<file path="src/sv/demand_paging_translator_unit_assert.svh">
// Assertion macros for the demand paging translator.
`ifndef DEMAND_PAGING_TRANSLATOR_UNIT_ASSERT_SVH
`define DEMAND_PAGING_TRANSLATOR_UNIT_ASSERT_SVH
`ifndef SYNTHESIS
`define DPT_ASSERT(lbl, prop) \
	lbl: assert property (@(posedge clk) disable iff (!arst_n) prop) \
	else $error("dpt assertion failed");
`define DPT_NEVER(lbl, expr) \
	lbl: assert property (@(posedge clk) disable iff (!arst_n) !(expr)) \
	else $error("dpt forbidden condition");
`else
`define DPT_ASSERT(lbl, prop)
`define DPT_NEVER(lbl, expr)
`endif
`endif

</file>
<file path="src/sv/dpt_pkg.sv">
// Shared types, codes and helpers of the demand paging translator.
package dpt_pkg;

	typedef enum logic [2:0] {
		OP_READ  = 3'd0,
		OP_WRITE = 3'd1,
		OP_EXEC  = 3'd2,
		OP_ATTR  = 3'd3,
		OP_LOAD  = 3'd4,
		OP_AGE   = 3'd5
	} op_t;

	typedef enum logic [2:0] {
		STS_OK      = 3'd0,
		STS_RD_DENY = 3'd1,
		STS_WR_DENY = 3'd2,
		STS_EX_DENY = 3'd3,
		STS_FOREIGN = 3'd4,
		STS_INVALID = 3'd5
	} status_t;

	typedef enum logic [3:0] {
		S_IDLE,
		S_PT,
		S_FSCAN,
		S_VSCAN1,
		S_VSCAN2,
		S_VWAIT,
		S_COPYOUT,
		S_COPYIN,
		S_UPD,
		S_MEMRD,
		S_DONE
	} fsm_t;

	typedef struct packed {
		logic done;
		logic found;
	} scan_stat_t;

	// Result item, last field in the lowest bits.
	typedef struct packed {
		logic [15:0] use_count;
		logic [5:0]  victim_page;
		logic        written_back;
		logic        replaced;
		logic        page_fault;
		logic [6:0]  phys_addr;
		logic [7:0]  read_data;
		logic [2:0]  status;
	} result_t;

	localparam logic [15:0] HIT_MAX = 16'hFFFF;

	function automatic logic [15:0] hits_sat(input logic [15:0] h);
		return (h == HIT_MAX) ? h : h + 16'd1;
	endfunction

	function automatic logic [2:0] deny_status(input logic [2:0] op);
		logic [2:0] s;
		case (op)
			OP_READ:  s = STS_RD_DENY;
			OP_WRITE: s = STS_WR_DENY;
			default:  s = STS_EX_DENY;
		endcase
		return s;
	endfunction

endpackage

</file>
<file path="src/sv/dpt_scan.sv">
// Sequential first-set-bit scanner, one element per cycle.
module dpt_scan #(
	parameter int N = 32
) (
	input  logic                           clk,
	input  logic                           arst_n,
	input  logic                           start,
	input  logic [N-1:0]                   vec,
	output dpt_pkg::scan_stat_t            stat,
	output logic [(N > 1 ? $clog2(N) : 1)-1:0] idx
);
	localparam int IW = (N > 1) ? $clog2(N) : 1;

	logic          busy_q;
	logic [IW-1:0] idx_q;

	assign stat.found = busy_q & vec[idx_q];
	assign stat.done  = busy_q & (vec[idx_q] | (idx_q == IW'(N - 1)));
	assign idx        = idx_q;

	always_ff @(posedge clk or negedge arst_n) begin
		if (!arst_n) begin
			busy_q <= 1'b0;
			idx_q  <= '0;
		end else if (start) begin
			busy_q <= 1'b1;
			idx_q  <= '0;
		end else if (stat.done) begin
			busy_q <= 1'b0;
		end else if (busy_q) begin
			idx_q <= idx_q + IW'(1);
		end
	end
endmodule
</file>
<file path="config.mk">
export PLATFORM = sky130hd
export DESIGN_NAME = dpt_scan
export DESIGN_NICKNAME = d
export VERILOG_FILES = /design/src/sv/demand_paging_translator_unit_assert.svh /design/src/sv/dpt_pkg.sv /design/src/sv/dpt_scan.sv
export SDC_FILE = /design/constraint.sdc
export NUM_CORES = 1
export LEC_CHECK = 0
export BUFFER_PORTS_ARGS = -buffer_cell sky130_fd_sc_hd__buf_4
export CORE_AREA = 3 3 47 49
export CTS_BUF_LIST = sky130_fd_sc_hd__clkbuf_16
export CTS_CLUSTER_DIAMETER = 120
export CTS_CLUSTER_SIZE = 14
export DETAILED_ROUTE_END_ITERATION = 10
export DIE_AREA = 0 0 50 52
export PLACE_DENSITY = 0.8
export SYNTH_ARGS = -nofsm -noshare
export SYNTH_HDL_FRONTEND = slang
export SYNTH_SLANG_ARGS = --single-unit
export TNS_END_PERCENT = 100
</file>
<file path="constraint.sdc">
create_clock -name clk -period 2.21 [get_ports clk]
set_input_delay 0.1105 -clock clk [delete_from_list [all_inputs] [get_ports clk]]
set_output_delay 0.1105 -clock clk [all_outputs]
set_load 0.05 [all_outputs]
</file>
==> flow_metrics.py <==
metrics = {
    "logic_synthesis": {
        "ys_types": 29,
        "syn-num-nets": 112,
        "synth_area_leaders": "mux2i_1 (26%), dfrtp_1 (21%), a22oi_1 (4.3%)",
        "synth_top_area_frac": 0.255,
        "synth_cells": 75,
        "yosysTopAreaCell": "mux2i_1",
        "syn_area_um2": 706,
        "yosys_warnings": 0,
        "synth_seq_area_share": 0.213,
        "syn_area_per_cell_um2": 9.41,
        "synth_seq_cells": 6,
    },
    "placed_design": {
        "dpl_worst_slack_ps": 156,
        "place_area_um2": 1050,
        "port_buffers": 41,
        "hpwlAfterDp_um": 1640,
        "globalplace.congestion": 0.875,
    },
    "die": {
        "die_area_um2": 2600,
        "fp.dieH_um": 52,
        "core_area_um2": 1900,
        "rows": 16,
        "start_util": 0.371,
        "num_io_pins": 42,
        "die_w_um": 50,
    },
    "status": {
        "outcome": "completed",
    },
    "clock_network": {
        "cts_buffer_depth": 2,
        "htree_levels": 1,
        "cts_tree": "yes",
        "cts.sinks": 6,
        "cts_root_buffer": "clkbuf_16",
        "cts.clk_slew.worst_paths_ps": 30,
        "clock_latency_ps": 230,
        "cts_buffers": 3,
    },
    "sta": {
        "fin_crit_sh": 0.985,
        "fmax_mhz": 459,
        "final-hold-violation-count": 0,
        "setup_slack_ps": 32.1,
        "whs_ps": 111,
        "worst_slew_pin_slew_ps": 297,
        "slew_headroom": 0.801,
        "finalSetupViolations": 0,
        "skew_ps": 2.03,
        "period_needed_ps": 2180,
        "slew_viol_final": 0,
        "rsz0062_at_grt": "true",
    },
    "critical_path": {
        "worstPathArrival_ps": 2280,
        "start_kind": "flip-flop",
        "r2r.worst_path.cells": 8,
        "required_ps": 2310,
        "path_class": "reg -> reg",
        "worstSetupEndpointType": "flip-flop",
        "cp_max_fo": 7,
    },
    "global_route": {
        "grt_max_degree": 16,
        "gr-total-overflow": 0,
        "grt_pass1_wl_um": 3630,
        "grt_pass1_vias": 777,
        "antenna_found_initial": 0,
        "groute.usage.overall": 0.180,
    },
    "hold_path": {
        "hold_depth": 2,
        "hp-class": "in -> reg",
    },
    "cells_and_area": {
        "antennaDiodeCount": 0,
        "area_delta_synth_final_pct": 78.0,
        "layout.nets": 165,
        "drive_gt1_frac": 0.528,
        "final_area_um2": 1260,
        "post-route-util": 0.661,
    },
    "routing": {
        "ant_nets": 0,
        "drc": 0,
        "finalWirelength_um": 2270,
        "wl_per_cell_um": 14.8,
        "vias_per_cell": 5.18,
        "vias": 797,
        "dr.first_iter.drc_count": 18,
        "dr.pass1.iters": 4,
    },
    "power": {
        "total_power_mw": 0.951,
        "leakagePower_nw": 0.569,
        "p_per_area_nw_per_um2": 757,
        "max-vdd-ir-drop_mv": 0.686,
    },
    "job": {
        "maxCapViolations": 0,
    },
}
## report_power, final
group	switching, mW	internal [mW]
Sequential	0.0253	0.126
Clock	0.0598	0.234
Combinational	0.253	0.253
Total	0.338	0.613
## through the flow
step	setup TNS (ps)	std cells
after floorplan	0	75
after global placement	0	141
after detailed placement	0	141
after CTS	0	146
after global routing	-193	154
final	0	154
## sequential cells by signal, indices dropped and copies added, names as in the netlist
register and flops:
idx 5, busy_q 1
## path summary, 6_finish.rpt
kind	end	from	slack, ps
min in group asynchronous	idx[3]	arst_n	230
hold / removal	idx[3]	start	110
setup reg to reg	idx[0]	idx[1]	30
setup / recovery	idx[0]	idx[1]	30
hold reg to reg	idx[1]	idx[1]	670
max in group asynchronous	idx[0]	arst_n	1850
## worst max-delay path, stage by stage, from the launching register on
cell     delay [ps]
dfrtp_2         460
buf_4           160
buf_4           120
mux2i_1         130
and3_1          230
o22ai_4         120
buf_6           140
nor4_4          340
mux2_1          350
## Yosys cell counts
| master | instances |
|---|---|
| mux2_1 | 1 |
| dfrtp_1 | 6 |
| buf_8 | 1 |
| a22oi_1 | 4 |
| a21oi_1 | 2 |
| nor2_1 | 5 |
| nand4b_1 | 2 |
| nor3_1 | 1 |
| nand4_1 | 2 |
| nand2_1 | 3 |
| nand3b_1 | 1 |
| o22ai_2 | 1 |
| nor2b_1 | 2 |
| buf_2 | 2 |
| inv_1 | 1 |
| o21ai_4 | 1 |
| mux2i_1 | 18 |
| buf_6 | 1 |
| and3_1 | 4 |
| nand2b_1 | 4 |
| nand3_1 | 1 |
| nand3_2 | 1 |
| nor4_4 | 1 |
| a211oi_1 | 1 |
| or2_2 | 1 |
| ha_1 | 2 |
| o31ai_1 | 2 |
| and2b_1 | 2 |
| or4_1 | 2 |
## area by class of cell
type | count | area, um^2
well taps | 27 | 33.8
flip-flops and latches | 6 | 154
clock inverters | 1 | 3.75
inverters | 1 | 3.75
fillers | 161 | 646
clock buffers | 3 | 75.1
multi-input cells | 64 | 552
repair buffers | 52 | 434
## kinds of logic after synthesis
| family | synth area share |
|---|---|
| mux | 0.271 |
| buf+inv | 0.0567 |
| flops | 0.213 |
| compound gates | 0.129 |
| simple gates | 0.294 |
| fa+ha+maj | 0.0355 |
## routing by layer
metal | GRT usage | vias to the layer above | routed length [um]
li1 | - | 387 | -
met1 | 0.214 | 365 | 949
met2 | 0.304 | 43 | 1120
met3 | 0.0458 | 2 | 184
met4 | 0.0783 | 0 | 20
met5 | 0 | - | 0
## cells in the final DEF (no fill, tap or decap), drive strengths merged
master / count
and3: 4
mux2: 1
nand4: 2
o22ai: 1
nand2b: 4
and2b: 2
nor2b: 2
clkbuf: 4
or4: 2
a21oi: 2
nand3b: 1
nor2: 5
a22oi: 4
nor3: 1
nand4b: 2
dfrtp: 6
dlygate4sd3: 1
nor4: 1
buf: 50
o31ai: 2
nand3: 2
or2: 1
o21ai: 1
a211oi: 1
inv: 2
nand2: 3
ha: 2
mux2i: 18
## repair_timing
item,4_1_cts,5_1_grt
pin swaps,0,4
setup buffers,0,7
gates resized for setup,1,9
gates cloned,0,1
setup endpoints to repair,1,2
hold endpoints to repair,6,0
hold buffers,1,0
Note: power is estimated with default switching activity, not from simulation.
